$ cat config.mk
export PLATFORM = sky130hd
export DESIGN_NAME = aes_cmac_front
export DESIGN_NICKNAME = d
export VERILOG_FILES = /design/src/rtl/core/assert_macros.svh /design/src/rtl/core/aes_cmac_pkg.sv /design/src/rtl/core/aes_cmac_front.sv
export SDC_FILE = /design/constraint.sdc
export NUM_CORES = 1
export LEC_CHECK = 0
export BUFFER_PORTS_ARGS = -buffer_cell sky130_fd_sc_hd__clkbuf_2
export CORE_MARGIN = 2
export CORE_UTILIZATION = 45
export DETAILED_ROUTE_END_ITERATION = 10
export PLACE_DENSITY = 0.69
export SLEW_MARGIN = 30
export SYNTH_ARGS = -nofsm -noshare
export SYNTH_HDL_FRONTEND = slang
export SYNTH_SLANG_ARGS = --single-unit
$ cat constraint.sdc
create_clock -name aclk -period 8.18 [get_ports aclk]
set_input_delay 0.409 -clock aclk [delete_from_list [all_inputs] [get_ports aclk]]
set_output_delay 0.409 -clock aclk [all_outputs]
set_load 0.1 [all_outputs]
$ cat src/rtl/core/assert_macros.svh
// assertion macros shared by the rtl
// no dependencies
`ifndef ASSERT_MACROS_SVH
`define ASSERT_MACROS_SVH
`define ASSERT_IMPL(lbl, clk, rstn, ante, cons) \
    lbl: assert property (@(posedge clk) disable iff (!rstn) (ante) |-> (cons)) \
        else $error("assertion failed");
`define ASSERT_NEXT(lbl, clk, rstn, ante, cons) \
    lbl: assert property (@(posedge clk) disable iff (!rstn) (ante) |=> (cons)) \
        else $error("assertion failed");
`endif

$ cat src/rtl/core/aes_cmac_pkg.sv
// shared types, constants and aes round functions for the cmac block
// no dependencies
`timescale 1ns / 1ps
package aes_cmac_pkg;
    localparam int BLK_W = 128;
    localparam int HALF_W = 64;
    localparam int CNT_W = 5;
    localparam int NUM_ROUNDS = 10;
    localparam int RND_W = 4;
    localparam int QDEPTH = 2;
    localparam int QPTR_W = 1;
    localparam logic [7:0] GF_RB = 8'h87;
    localparam logic [7:0] PAD_BYTE = 8'h80;
    localparam logic [CNT_W-1:0] FULL_CNT = 5'd16;

    localparam logic [0:0] CFG_KEY_HIGH = 1'b0;
    localparam logic [0:0] CFG_KEY_LOW = 1'b1;

    typedef enum logic [1:0] {
        ENG_IDLE,
        ENG_KEY,
        ENG_RUN
    } eng_state_t;

    typedef enum logic [1:0] {
        JOB_MID,
        JOB_FULL,
        JOB_SHORT
    } job_kind_t;

    typedef struct packed {
        logic [BLK_W-1:0] data;
        job_kind_t kind;
    } job_t;

    typedef struct packed {
        logic busy;
        logic deriving;
    } eng_status_t;

    localparam logic [7:0] SBOX [256] = '{
    8'h63,8'h7c,8'h77,8'h7b,8'hf2,8'h6b,8'h6f,8'hc5,8'h30,8'h01,8'h67,8'h2b,8'hfe,8'hd7,8'hab,8'h76,
    8'hca,8'h82,8'hc9,8'h7d,8'hfa,8'h59,8'h47,8'hf0,8'had,8'hd4,8'ha2,8'haf,8'h9c,8'ha4,8'h72,8'hc0,
    8'hb7,8'hfd,8'h93,8'h26,8'h36,8'h3f,8'hf7,8'hcc,8'h34,8'ha5,8'he5,8'hf1,8'h71,8'hd8,8'h31,8'h15,
    8'h04,8'hc7,8'h23,8'hc3,8'h18,8'h96,8'h05,8'h9a,8'h07,8'h12,8'h80,8'he2,8'heb,8'h27,8'hb2,8'h75,
    8'h09,8'h83,8'h2c,8'h1a,8'h1b,8'h6e,8'h5a,8'ha0,8'h52,8'h3b,8'hd6,8'hb3,8'h29,8'he3,8'h2f,8'h84,
    8'h53,8'hd1,8'h00,8'hed,8'h20,8'hfc,8'hb1,8'h5b,8'h6a,8'hcb,8'hbe,8'h39,8'h4a,8'h4c,8'h58,8'hcf,
    8'hd0,8'hef,8'haa,8'hfb,8'h43,8'h4d,8'h33,8'h85,8'h45,8'hf9,8'h02,8'h7f,8'h50,8'h3c,8'h9f,8'ha8,
    8'h51,8'ha3,8'h40,8'h8f,8'h92,8'h9d,8'h38,8'hf5,8'hbc,8'hb6,8'hda,8'h21,8'h10,8'hff,8'hf3,8'hd2,
    8'hcd,8'h0c,8'h13,8'hec,8'h5f,8'h97,8'h44,8'h17,8'hc4,8'ha7,8'h7e,8'h3d,8'h64,8'h5d,8'h19,8'h73,
    8'h60,8'h81,8'h4f,8'hdc,8'h22,8'h2a,8'h90,8'h88,8'h46,8'hee,8'hb8,8'h14,8'hde,8'h5e,8'h0b,8'hdb,
    8'he0,8'h32,8'h3a,8'h0a,8'h49,8'h06,8'h24,8'h5c,8'hc2,8'hd3,8'hac,8'h62,8'h91,8'h95,8'he4,8'h79,
    8'he7,8'hc8,8'h37,8'h6d,8'h8d,8'hd5,8'h4e,8'ha9,8'h6c,8'h56,8'hf4,8'hea,8'h65,8'h7a,8'hae,8'h08,
    8'hba,8'h78,8'h25,8'h2e,8'h1c,8'ha6,8'hb4,8'hc6,8'he8,8'hdd,8'h74,8'h1f,8'h4b,8'hbd,8'h8b,8'h8a,
    8'h70,8'h3e,8'hb5,8'h66,8'h48,8'h03,8'hf6,8'h0e,8'h61,8'h35,8'h57,8'hb9,8'h86,8'hc1,8'h1d,8'h9e,
    8'he1,8'hf8,8'h98,8'h11,8'h69,8'hd9,8'h8e,8'h94,8'h9b,8'h1e,8'h87,8'he9,8'hce,8'h55,8'h28,8'hdf,
    8'h8c,8'ha1,8'h89,8'h0d,8'hbf,8'he6,8'h42,8'h68,8'h41,8'h99,8'h2d,8'h0f,8'hb0,8'h54,8'hbb,8'h16
    };

    // byte i of a block sits at bits [127-8i -: 8]
    function automatic logic [7:0] get_byte(input logic [BLK_W-1:0] b, input int i);
        get_byte = b[BLK_W-1-8*i -: 8];
    endfunction

    function automatic logic [7:0] gmul2(input logic [7:0] b);
        gmul2 = {b[6:0], 1'b0} ^ (b[7] ? 8'h1b : 8'h00);
    endfunction

    function automatic logic [BLK_W-1:0] aes_round(input logic [BLK_W-1:0] s,
                                                   input logic [BLK_W-1:0] rk,
                                                   input logic last);
        logic [7:0] t [16];
        logic [7:0] a0, a1, a2, a3, al;
        logic [BLK_W-1:0] r;
        for (int c = 0; c < 4; c++) begin
            for (int i = 0; i < 4; i++) begin
                t[i + 4*c] = SBOX[get_byte(s, i + 4*((c + i) % 4))];
            end
        end
        if (!last) begin
            for (int c = 0; c < 4; c++) begin
                a0 = t[4*c]; a1 = t[4*c+1]; a2 = t[4*c+2]; a3 = t[4*c+3];
                al = a0 ^ a1 ^ a2 ^ a3;
                t[4*c]   = a0 ^ al ^ gmul2(a0 ^ a1);
                t[4*c+1] = a1 ^ al ^ gmul2(a1 ^ a2);
                t[4*c+2] = a2 ^ al ^ gmul2(a2 ^ a3);
                t[4*c+3] = a3 ^ al ^ gmul2(a3 ^ a0);
            end
        end
        for (int i = 0; i < 16; i++) begin
            r[BLK_W-1-8*i -: 8] = t[i];
        end
        aes_round = r ^ rk;
    endfunction

    function automatic logic [BLK_W-1:0] next_rkey(input logic [BLK_W-1:0] k,
                                                   input logic [7:0] rcon);
        logic [31:0] w [4];
        logic [31:0] tw;
        logic [BLK_W-1:0] r;
        for (int i = 0; i < 4; i++) begin
            w[i] = k[BLK_W-1-32*i -: 32];
        end
        tw = {SBOX[w[3][23:16]] ^ rcon, SBOX[w[3][15:8]], SBOX[w[3][7:0]],
              SBOX[w[3][31:24]]};
        w[0] = w[0] ^ tw;
        w[1] = w[1] ^ w[0];
        w[2] = w[2] ^ w[1];
        w[3] = w[3] ^ w[2];
        for (int i = 0; i < 4; i++) begin
            r[BLK_W-1-32*i -: 32] = w[i];
        end
        next_rkey = r;
    endfunction

    function automatic logic [BLK_W-1:0] gf_double(input logic [BLK_W-1:0] v);
        gf_double = {v[BLK_W-2:0], 1'b0} ^ {{(BLK_W-8){1'b0}}, (v[BLK_W-1] ? GF_RB : 8'h00)};
    endfunction
endpackage

$ cat src/rtl/core/aes_cmac_front.sv
// front end: accepts message beats, pads short final blocks, queues jobs
// depends on aes_cmac_pkg
`timescale 1ns / 1ps
module aes_cmac_front (
    input  logic                      aclk,
    input  logic                      aresetn,
    input  logic                      s_valid,
    output logic                      s_ready,
    input  logic [63:0]               s_block_high,
    input  logic [63:0]               s_block_low,
    input  logic [4:0]                s_byte_count,
    input  logic                      s_last_block,
    output logic                      job_valid,
    input  logic                      job_ready,
    output aes_cmac_pkg::job_t        job
);
    import aes_cmac_pkg::*;

    job_t q_reg [QDEPTH];
    logic [QPTR_W-1:0] wr_ptr_reg, rd_ptr_reg;
    logic [QPTR_W:0] fill_reg, fill_next;
    logic [BLK_W-1:0] blk, mask, padded;
    job_t in_job;
    logic push, pop;

    // pad: keep bytes below count, 0x80 at count, zeros after
    always_comb begin
        blk = {s_block_high, s_block_low};
        for (int i = 0; i < 16; i++) begin
            mask[BLK_W-1-8*i -: 8] = (i < s_byte_count) ? 8'hff : 8'h00;
            padded[BLK_W-1-8*i -: 8] = (i == s_byte_count) ? PAD_BYTE :
                                       (get_byte(blk, i) & mask[BLK_W-1-8*i -: 8]);
        end
        in_job.data = blk;
        in_job.kind = JOB_MID;
        if (s_last_block) begin
            if (s_byte_count >= FULL_CNT) begin
                in_job.kind = JOB_FULL;
            end else begin
                in_job.kind = JOB_SHORT;
                in_job.data = padded;
            end
        end
    end

    assign s_ready = (fill_reg != QDEPTH[QPTR_W:0]);
    assign push = s_valid && s_ready;
    assign job_valid = (fill_reg != '0);
    assign pop = job_valid && job_ready;
    assign job = q_reg[rd_ptr_reg];

    always_comb begin
        fill_next = fill_reg;
        case ({push, pop})
            2'b10: fill_next = fill_reg + 1'b1;
            2'b01: fill_next = fill_reg - 1'b1;
            default: fill_next = fill_reg;
        endcase
    end

    always_ff @(posedge aclk) begin
        if (!aresetn) begin
            wr_ptr_reg <= '0;
            rd_ptr_reg <= '0;
            fill_reg <= '0;
        end else begin
            fill_reg <= fill_next;
            if (push) wr_ptr_reg <= wr_ptr_reg + 1'b1;
            if (pop) rd_ptr_reg <= rd_ptr_reg + 1'b1;
        end
    end

    always_ff @(posedge aclk) begin
        if (push) q_reg[wr_ptr_reg] <= in_job;
    end
endmodule

==> summary by stage, run 1 <==
Finish
The area of the multi-input gates is roughly 0.0027 mm². The area of all sequential standard cells is 0.00791 mm². Relative to the synthesized area, the layout overhead comes to 23.9%. The number of fill cells is ~1,900. The fraction of final layout cells sized beyond drive strength 1 is 48.8%. The number of flip-flops under the largest register name is 260. The count of nets after finishing is 1,039.

GRT
Entering global routing, the biggest net connects 73 pins. The first global-routing pass estimated 33.8 mm of wire. The global routing usage summed across all routing layers is 17.9%. The via count of the first global-routing pass is approximately 6,100. Summed over all layers, the global routing overflow is 0.

The number of antenna violations at the first check in global routing is 3.

Critical path
The slowest stage of the critical path belongs to the cell sky130_fd_sc_hd__dfxtp_4. Traced cell by cell, the critical path runs through buf_6 -> mux2_2 -> clkbuf_2. The endpoint kind of the worst setup timing path is a primary output. Counting cells, the worst reg-to-reg path comes to 3. The longest individual stage delay on the worst path is 0.86 ns.

The launch point of the worst reg-to-reg path is fill_reg[0]. Data arrives at the worst endpoint at 2.97 ns. The setup slack on the worst flop-to-flop path is 5.62 ns.

The maximum fanout count along the critical path is 72. The classification of the worst setup path is reg2out. For the worst setup path, the data required time is 7.77 ns. The capture instance of the worst register-to-register path is q_reg[1][15]. The nature of the critical path startpoint is a flip-flop. Counting both buffers and inverters, the worst setup path holds a total of 2. Among cell families on the critical path, the largest total delay comes from buffers and inverters.

Synthesis
The cell count after synthesis came out at 619. When the netlist entered floorplanning its net count stood at 758. The proportion of synthesized chip area in sequential cells is 73.9%. The Yosys step of the flow raised 0 warnings. In the post-synthesis netlist, the biggest area contributors are sky130_fd_sc_hd__edfxtp_1 73%, sky130_fd_sc_hd__mux2_2 14%, sky130_fd_sc_hd__and2_1 5.9%. The post-synthesis instance area is 0.0107 mm².

The mean cell area of the mapped netlist is 17.3 µm². The post-synthesis cell type count is 38. The largest area contributor in the synthesized netlist is sky130_fd_sc_hd__edfxtp_1. The top cell type by area accounts for 73.0% of the synthesized area. The synthesized flop and latch total is 265.

Die
The die boundary width is roughly 160 µm. The overall die height is 158 µm. The number of cell rows is 56. The floorplan step defined a core boundary enclosing 0.0234 mm².

The die covers 0.0250 mm². The count of boundary I/O pins is 270. The effective utilization at floorplan is around 46%.

CTS
The total CTS buffers is 28. In this run the clock root is driven by a sky130_fd_sc_hd__clkbuf_16. Clock tree synthesis found a total of roughly 270 sinks. Post-CTS repair changed the size of 0 cells.

The number of hold-repair buffers added at the cts stage is 0. The number of buffers inserted by post-CTS setup repair is 0. The number of H-tree levels is 1.

The TritonCTS clock tree is built. The longest clock path from root to sink contains 3 buffers. The worst-skew pair later-pin latency is between 0.5 and 0.6 ns. The clock-pin slew of the registers on the worst-case setup and hold paths is approximately 0.060 ns.

Timing
Of the available clock period, the critical path in the final layout requires 41.3%. The worst pin sits at a relative slew slack of 41.4%. The maximum operating frequency is 296 MHz. The number of failing hold endpoints at the final stage came to 0. For the pin with the worst max-slew slack, the measured transition is roughly 0.88 ns. Setup repair after global routing left no endpoint under its margin. The worst clock skew is 0.00808 ns. Setup violations remaining at the end of the flow were counted as 0. The number of pins with negative max-slew slack in the final report is 0. The aggregate negative setup slack is 0 ns. The worst path needs 3.38 ns of the cycle, external delays included.

Detailed routing
The via count normalized by instance count is 4.93. For this block, the routed nets add up to 23.2 mm of wire. The routed via count is about 6,000. The remaining design rule violation count is 0. In this run, the number of DRC markers left after iteration 0 of detailed routing was 290. The count of TritonRoute iterations in the first routing pass is 4. After detailed routing, the average wire length per cell comes to 18.6 µm. The detail route stage leaves a number of antenna-violating nets equal to 0.

Place
The final weighted congestion in routability-driven placement is 0.776. The post-DP HPWL is 15.5 mm. The number of buffers inserted by port buffering is around 270.

Status
The flow ran to the end, and the final reports show no timing, DRC or antenna violations.

Hold path
In this run the most critical hold path is launched from aresetn. The min-delay analysis places its worst path in the category in2reg. The worst hold path depth is 2.

The endpoint of the worst hold path is fill_reg[0].

Flow run
The total of max-cap violations is 0.
==> cells in the mapped netlist <==
library cell	count
sky130_fd_sc_hd__nor4b_1	1
sky130_fd_sc_hd__or2_2	1
sky130_fd_sc_hd__mux2_2	131
sky130_fd_sc_hd__or4b_1	1
sky130_fd_sc_hd__nor2b_1	17
sky130_fd_sc_hd__a21oi_1	8
sky130_fd_sc_hd__nand3b_1	1
sky130_fd_sc_hd__inv_1	3
sky130_fd_sc_hd__o211ai_1	1
sky130_fd_sc_hd__buf_1	3
sky130_fd_sc_hd__o21ai_0	10
sky130_fd_sc_hd__nand4_1	2
sky130_fd_sc_hd__o31ai_1	1
sky130_fd_sc_hd__clkbuf_1	3
sky130_fd_sc_hd__or3_1	1
sky130_fd_sc_hd__nand2b_1	3
sky130_fd_sc_hd__inv_2	1
sky130_fd_sc_hd__a21bo_2	1
sky130_fd_sc_hd__a21o_1	1
sky130_fd_sc_hd__nor3b_1	1
sky130_fd_sc_hd__a22oi_1	1
sky130_fd_sc_hd__nand3_1	4
sky130_fd_sc_hd__o21ai_1	2
sky130_fd_sc_hd__a21boi_0	2
sky130_fd_sc_hd__and2_1	101
sky130_fd_sc_hd__nand2_1	18
sky130_fd_sc_hd__ha_1	1
sky130_fd_sc_hd__o21a_1	3
sky130_fd_sc_hd__nor2_1	5
sky130_fd_sc_hd__buf_2	16
sky130_fd_sc_hd__and3_1	1
sky130_fd_sc_hd__nor3b_2	1
sky130_fd_sc_hd__o21ai_2	3
sky130_fd_sc_hd__a22o_1	1
sky130_fd_sc_hd__xnor2_1	3
sky130_fd_sc_hd__edfxtp_1	260
sky130_fd_sc_hd__nor3_1	1
sky130_fd_sc_hd__dfxtp_1	5
==> worst max-delay path by stage <==
stage               cells after the start          end
floorplan                               2  q_reg[1][0]
global placement                        3       job[1]
detailed placement                      3       job[1]
CTS                                     3       job[1]
global route                            3       job[1]
finish                                  3       job[1]
==> layout by cell type (no fill, tap or decap), drive strengths merged, types with 2 or more instances in the layout <==
cell / count
o21a: 3
a21boi: 2
nor2: 5
o21ai: 15
nor2b: 17
clkbuf: 304
nand3: 4
a21oi: 8
xnor2: 3
edfxtp: 260
buf: 4
nor3b: 2
inv: 4
clkinv: 16
nand2: 18
mux2: 131
dfxtp: 5
nand4: 2
and2: 101
diode: 4
nand2b: 3
==> area by class of cell <==
| class | count | area share [%] |
|---|---|---|
| sequential | 265 | 59.7 |
| timing repair buffer | 273 | 10.5 |
| tap | 319 | 3.01 |
| multi-input combinational | 328 | 20.2 |
| antenna | 4 | 0.0755 |
| inverter | 4 | 0.151 |
| clock inverter | 17 | 0.736 |
| clock buffer | 35 | 5.65 |
==> logic make-up after synthesis <==
| group | share of synthesized area [%] |
|---|---|
| mux | 13.8 |
| flops | 73.9 |
| simple gates | 8.84 |
| buf+inv | 1.10 |
| compound gates | 1.99 |
| fa+ha+maj | 0.117 |
| xor+xnor | 0.246 |
==> metal layers <==
layer / GRT usage (%) / wire [µm] / up-vias
li1: - / - / 2898
met1: 22.7 / 9330 / 2990
met2: 29.9 / 11500 / 210
met3: 4.30 / 1820 / 36
met4: 6.74 / 553 / 0
met5: 0 / 0 / -
==> per-stage QoR <==
stage	cell area [µm²]	util (%)	hold slack [ns]	instances	setup slack [ns]
finish	13300	56.6	0.154	1245	4.80
global route	13200	56.6	0.155	1244	4.69
CTS	13200	56.5	0.143	1241	4.50
detailed placement	12400	52.9	0.538	1189	5.06
global placement	12400	52.9	0.515	1189	5.09
floorplan	10700	-	0.486	619	3.25
Power of run 1 is not shown: default switching activity piles up to over one toggle a cycle in this logic, so the estimate is an artifact.
==> run 2, diff against run 1 <==
PLACE_DENSITY = 0.72   (was 0.69)
clock period = 2.99 ns   (was 8.18 ns; I/O delays follow)
==> summary by stage, run 2 (synthesized netlist as in run 1, its figures left out) <==
Critical path
The launch point of the worst reg-to-reg path is fill_reg[0]. The slowest library cell on the worst path is sky130_fd_sc_hd__mux2_2. The setup slack on the worst flop-to-flop path is 1.11 ns (-4.51 ns).

In this design, the largest share of critical-path delay is due to buffers and inverters. The required arrival time at the worst endpoint is 2.84 ns (-4.93 ns). The maximum fanout count along the critical path is 67 (-6.9%). The nature of the critical path startpoint is a flip-flop. Walking the worst path, the cells encountered are buf_12 -> mux2_2 -> clkbuf_2. The capture instance of the worst register-to-register path is q_reg[1][87].

STA classifies the critical path endpoint as a primary output. The longest individual stage delay on the worst path came to 0.39 ns (-0.47 ns). The buffers plus inverters on the worst setup path was 2 (unchanged). The critical path is of the reg2out type.

The endpoint arrival time on the critical path is 2.07 ns (-0.90 ns). The number of cells on the worst reg-to-reg path was 3 (unchanged).

Hold path
The worst hold path depth is 3 (+1). The worst hold path startpoint is s_block_low[47]. The endpoint of the worst hold path is q_reg[0][49].

The path class of the tightest hold or removal check is in2reg.

Pwr
In this run the power density over the cells is 1060 mW/mm². The cell-internal power is 7.99 mW. The cell leakage power is 5.56 nW. The sequential power share is 31.5%. Net switching is 48.2% of the power.

The worst-case IR drop observed on VDD is 1230 µV. Combinational cells account for a little under half of the total power. The final total power is 15.4 mW.

In this run the power spent charging and discharging nets is between 7 and 8 mW. The share of total power in the clock network is 20.6%.

CTS
The number of buffers inserted by post-CTS setup repair is 0 (unchanged). The buffer levels on the longest clock path was 3 (unchanged). The TritonCTS clock tree is built. The worst-skew pair later-pin latency was 0.53 ns (about the same). The count of clock tree sinks is 265 (unchanged). The clock-pin slew of the registers on the worst-case setup and hold paths is 0.06 ns (about the same). The buffer type at the clock tree root is sky130_fd_sc_hd__clkbuf_16. The number of H-tree levels is 1 (unchanged). The total CTS buffers is 28 (unchanged).

Die
The die boundary width is 158 µm (unchanged). The number of cell rows is 56 (unchanged). The effective utilization at floorplan is 45.7% (unchanged). The overall die height is 158 µm (unchanged). The floorplan die area is 0.0250 mm² (unchanged). The count of boundary I/O pins is 270 (unchanged). The area of the core was 0.0234 mm² (unchanged).

Place
The post-DP HPWL was 15.1 mm (-2.4%). The number of buffers inserted by port buffering is 269 (unchanged). The worst slack at placement is 1.11 ns (-3.95 ns). The final weighted congestion in routability-driven placement came to 0.743 (-4.3%).

GRT
The remaining global-route overflow is 0 (unchanged). The largest net degree at the start of global routing came to 69 (-5.5%). The global-route wire length before repair is 36.0 mm (+6.5%). The via count of the first global-routing pass is 6,918 (+13%). The number of antenna violations at the first check in global routing is 1 (-2). The global routing usage summed across all routing layers is 18.7% (+0.79 points).

Detailed routing
The remaining design rule violation count is 0 (unchanged). The routed via count is 6,654 (+8.5%). The via count normalized by instance count is 4.85 (-1.6%). The number of violations reported at the end of detailed-routing iteration 0 is 327 (+13%).

The count of TritonRoute iterations in the first routing pass is 4 (unchanged). The remaining antenna violation count is 0 (unchanged). The post-detailed-routing wire length came to 24.3 mm (+4.8%). The routed length per placed instance came to 17.7 µm (-4.9%).

Timing
The transition time at the pin with the least slew margin came to 0.738 ns (-0.141 ns). The worst clock skew is 0.00829 ns (+0.000212 ns). The number of failing hold endpoints at the final stage is 0 (unchanged). The setup slack after layout is 0.774 ns (-4.03 ns). The worst slew slack as a fraction of its limit is 50.8% (+9.4 points). The routed design could run at a clock period as short as around 2.2 ns. The setup violation total in the final timing report is 0 (unchanged).

The period utilization is 74.1%. Setup repair after global routing left no endpoint under its margin. The number of pins with negative max-slew slack in the final report was 0 (unchanged).

The maximum operating frequency is 451 MHz.

Finish
The number of flip-flops under the largest register name is 260 (unchanged). The count of nets after finishing is 1,171 (+13%). In the layout the commonest cells are 269 x sky130_fd_sc_hd__clkbuf_2, 260 x sky130_fd_sc_hd__edfxtp_1, 131 x sky130_fd_sc_hd__mux2_2. Leaving out fill and tap cells, the most frequent cell in the layout is sky130_fd_sc_hd__clkbuf_2. The post-route core utilization is 62.4% (+5.8 points). The area growth from synthesis to layout is 36.6%. The fraction of final layout cells sized beyond drive strength 1 came to 43.4% (-5.4 points).

The number of fill cells came to 1,758 (-7.5%).

Status
The flow ran to the end, and the final reports show no timing, DRC or antenna violations.

Flow run
The total of max-cap violations came to 0 (unchanged).
## run 2: power by group through the flow
stage | sequential (mW) | combinational, mW | clock (mW)
after floorplan | 4.92 | 6.21 | 0
after CTS | 4.85 | 7.43 | 3.26
after detailed placement | 4.93 | 7.28 | 0
after global placement | 4.90 | 7.27 | 0
after global routing | 4.90 | 7.63 | 3.40
final | 4.85 | 7.40 | 3.18
## run 2: how the worst max path moves through the flow
stage | start | end | slack, ns | cells after the start
after floorplan | fill_reg[0] | q_reg[0][0] | -0.19 | 3
after global placement | fill_reg[0] | q_reg[1][83] | 1.15 | 3
after detailed placement | fill_reg[0] | q_reg[1][85] | 1.11 | 3
after CTS | flip-flop | job[68] | 0.75 | 3
after global routing | flip-flop | job[73] | 0.71 | 3
final | flip-flop | job[73] | 0.77 | 3
## run 2: layout make-up
cell class / count / area [µm²] / area share [%]
clock buffers: 37 / 756 / 5.17
clock inverters: 13 / 88.8 / 0.608
flip-flops and latches: 265 / 7910 / 54.2
diodes: 1 / 2.50 / 0.0171
inverters: 4 / 18.8 / 0.128
well taps: 319 / 399 / 2.73
multi-input cells: 328 / 2690 / 18.4
repair buffers: 405 / 2750 / 18.8
## run 2: stage by stage
step / cell area, µm² / hold slack, ns / instances / setup TNS (ns)
2_1_floorplan: 10700 / 0.271 / 619 / -24.31
3_3_place_gp: 12500 / 0.431 / 1194 / 0
3_5_place_dp: 12500 / 0.432 / 1194 / 0
4_1_cts: 14600 / 0.0181 / 1371 / 0
5_1_grt: 14600 / 0.0270 / 1372 / 0
6_report: 14600 / 0.0270 / 1372 / 0
## run 2: what timing repair did
item	4_1_cts	5_1_grt
resized for setup	0	0
hold buffers	127	0
endpoints found under the hold margin	255	0
## run 2: worst register-to-register path, cell delays in order (launching register included)
cell	delay, ns
sky130_fd_sc_hd__dfxtp_2	0.37
sky130_fd_sc_hd__nand2b_4	0.16
sky130_fd_sc_hd__and3_4	0.48
sky130_fd_sc_hd__buf_4	0.51
## run 2: routing by layer
layer	GRT usage (%)	share of wire, %
met5	0	0
met2	32.8	50
met3	4.95	7.1
met1	22.7	41
met4	5.32	2.0
(Power assumes the default switching activity.)
==> run 3, diff against run 2 <==
PLACE_DENSITY = 0.69   (was 0.72)
clock period = 2.1 ns   (was 2.99 ns; I/O delays follow)
==> summary by stage, run 3 (synthesized netlist as in run 1, its figures left out) <==
GRT
The via count of the first global-routing pass is 7,192 (+4.0%). The remaining global-route overflow is 0 (unchanged). The largest net degree at the start of global routing is 44 (-36%). The global routing usage summed across all routing layers came to 20.1% (+1.4 points). The global-route wire length before repair is 38.2 mm (+6.0%). The number of antenna violations at the first check in global routing is 4 (+3).

Finish
The number of fill cells came to 1,585 (-9.8%). In the layout the commonest cells are 260 x sky130_fd_sc_hd__edfxtp_1, 155 x sky130_fd_sc_hd__clkbuf_2, 132 x sky130_fd_sc_hd__dlygate4sd3_1. Relative to the synthesized area, the layout overhead comes to 47.4%. The number of cells in the finished layout apart from fillers came to 1,398 (+1.9%).

The fraction of final layout cells sized beyond drive strength 1 is 44.9% (+1.4 points). The count of nets after finishing is 1,191 (+1.7%). The number of flip-flops under the largest register name is 260 (unchanged).

The most common cell after layout, fill and taps aside is sky130_fd_sc_hd__edfxtp_1.

Pwr
The fraction of power consumed by combinational cells came to 50.2% (+2.2 points). The sequential power share came to 28.9% (-2.6 points). The proportion of total power due to net switching is 45.4% (-2.8 points). The power density normalized to cell area was 1520 mW/mm² (+44%). The share of total power in the clock network is 20.9% (+0.3 points). The power spent charging and discharging nets is 10.9 mW (+47%). The worst-case vdd ir drop is 1140 µV (-6.8%). The cell leakage power is 6.00 nW (+7.8%). The cell-internal power is 13.1 mW (+64%).

Hold path
The worst hold path belongs to the class in2reg.

Detailed routing
The routed length per placed instance is 18.3 µm (+3.3%). The routed via count is 6,812 (+2.4%). The via count normalized by instance count is 4.87 (+0.47%). The post-detailed-routing wire length came to 25.6 mm (+5.2%).

The remaining antenna violation count came to 0 (unchanged). The number of violations reported at the end of detailed-routing iteration 0 is 300 (-8.3%). The count of TritonRoute iterations in the first routing pass was 4 (unchanged). The remaining design rule violation count came to 0 (unchanged).

CTS
The buffer levels on the longest clock path is 3 (unchanged). TritonCTS built the clock tree. The count of clock tree sinks was 265 (unchanged). The buffer type at the clock tree root is sky130_fd_sc_hd__clkbuf_16.

The worst-skew pair later-pin latency is 0.54 ns (about the same). The total CTS buffers is 28 (unchanged). The number of H-tree levels came to 1 (unchanged).

The clock-pin slew of the registers on the worst-case setup and hold paths is 0.06 ns (about the same).

Place
The post-placement cell count came to 1,207 (+1.1%). The number of buffers inserted by port buffering came to 269 (unchanged). The final weighted congestion in routability-driven placement was 0.797 (+7.3%).

The post-DP HPWL was 16.6 mm (+10%). The worst slack at placement is 0.438 ns (-0.676 ns).

Timing
The worst slew slack as a fraction of its limit is 62.1% (+11 points). The transition time at the pin with the least slew margin came to 0.570 ns (-0.167 ns). The aggregate negative setup slack is 0 ns (unchanged). The number of pins with negative max-slew slack in the final report is 0 (unchanged). The number of failing hold endpoints at the final stage is 0 (unchanged). The worst clock skew is 0.0193 ns (+0.0110 ns). The maximum operating frequency is 495 MHz. Setup repair after global routing left no endpoint under its margin.

The setup slack after layout is 0.0793 ns (-0.695 ns). The setup violation total in the final timing report came to 0 (unchanged). The routed design could run at a clock period as short as ~2 ns.

The period utilization is 96.2%.

Critical path
The required arrival time at the worst endpoint is 2.00 ns (-0.84 ns). The worst setup path is captured at a primary output. Walking the worst path, the cells encountered are buf_12 -> mux2_2 -> clkbuf_2.

The worst setup path is launched from a flip-flop. The buffers plus inverters on the worst setup path is 2 (unchanged). On the critical path the largest part of the delay comes from buffers and inverters. For this design, the slowest cell found on the critical path is sky130_fd_sc_hd__dfxtp_4. The maximum fanout count along the critical path is 18 (-73%).

The endpoint arrival time on the critical path came to 1.92 ns (-0.15 ns). The longest individual stage delay on the worst path was 0.43 ns (+0.04 ns). The classification of the worst setup path is reg2out. The setup slack on the worst flop-to-flop path came to 0.44 ns (-0.67 ns).

Status
The run finished with clean final reports.

Die
The number of cell rows is 56 (unchanged). The die boundary width is 158 µm (unchanged). The effective utilization at floorplan is 45.7% (unchanged). The area of the core came to 0.0234 mm² (unchanged). The floorplan die area is 0.0250 mm² (unchanged). The count of boundary I/O pins is 270 (unchanged).

The overall die height is 158 µm (unchanged).

Flow run
The total of max-cap violations is 0 (unchanged).
## run 3: changes by cell type in the layout (fill, tap and decap cells not counted), sizes merged
cell	change
buf	+86
clkbuf	-77
clkinv	+5
dlygate4sd3	+5
diode	+4
bufinv	+3
## run 3: cell type report
type	instances	area, µm²	area share (%)
inverter	4	18.8	0.119
timing repair buffer	425	3780	24.0
antenna	5	12.5	0.0794
sequential	265	7910	50.2
clock inverter	21	209	1.33
tap	319	399	2.53
multi-input combinational	328	2690	17.0
clock buffer	31	743	4.71
## run 3: routing by layer
layer  GRT usage [%]  wire, µm
met5               0         0
met4            6.74       630
met2            36.3     13400
met3            4.30      1510
met1            23.8     10100
## run 3: what timing repair did
action	4_1_cts	5_1_grt
hold buffers	132	0
setup endpoints to repair	105	25
gates resized for setup	43	25
hold endpoints to repair	263	0
buffers inserted	2	0
## run 3: worst reg2reg max path, cell delays in order (launching register included)
cell and delay, ns:
sky130_fd_sc_hd__dfxtp_1 0.42, sky130_fd_sc_hd__nand2b_4 0.09, sky130_fd_sc_hd__nand3b_1 0.15, sky130_fd_sc_hd__clkinvlp_4 0.34, sky130_fd_sc_hd__buf_12 0.32
## run 3: per-stage QoR
| step | hold slack (ns) | util [%] | power, mW | instance area, µm² |
|---|---|---|---|---|
| 4_1_cts | 0.0270 | 67.3 | 24.2 | 15800 |
| 6_report | 0.0531 | 67.4 | 24.0 | 15800 |
| 3_3_place_gp | 0.386 | 57.1 | 18.7 | 13400 |
| 5_1_grt | 0.0930 | 67.3 | 24.7 | 15800 |
| 3_5_place_dp | 0.386 | 57.1 | 18.8 | 13400 |
| 2_1_floorplan | 0.227 | - | 15.8 | 10700 |
## run 3: worst paths after layout
check                                 start            to  cells after the start
worst max-delay path              flip-flop       job[21]                      3
worst min-delay path              job_ready    rd_ptr_reg                      4
worst max register to register  fill_reg[1]  q_reg[0][62]                      4
worst min register to register   rd_ptr_reg    rd_ptr_reg                      2
## run 3: power by group through the flow
stage	registers (mW)	clock network, mW	logic (mW)
floorplan	7.01	0	8.83
CTS	6.94	5.12	12.1
global route	7.00	5.33	12.4
global placement	7.04	0	11.6
detailed placement	7.08	0	11.7
finish	6.94	5.02	12.0
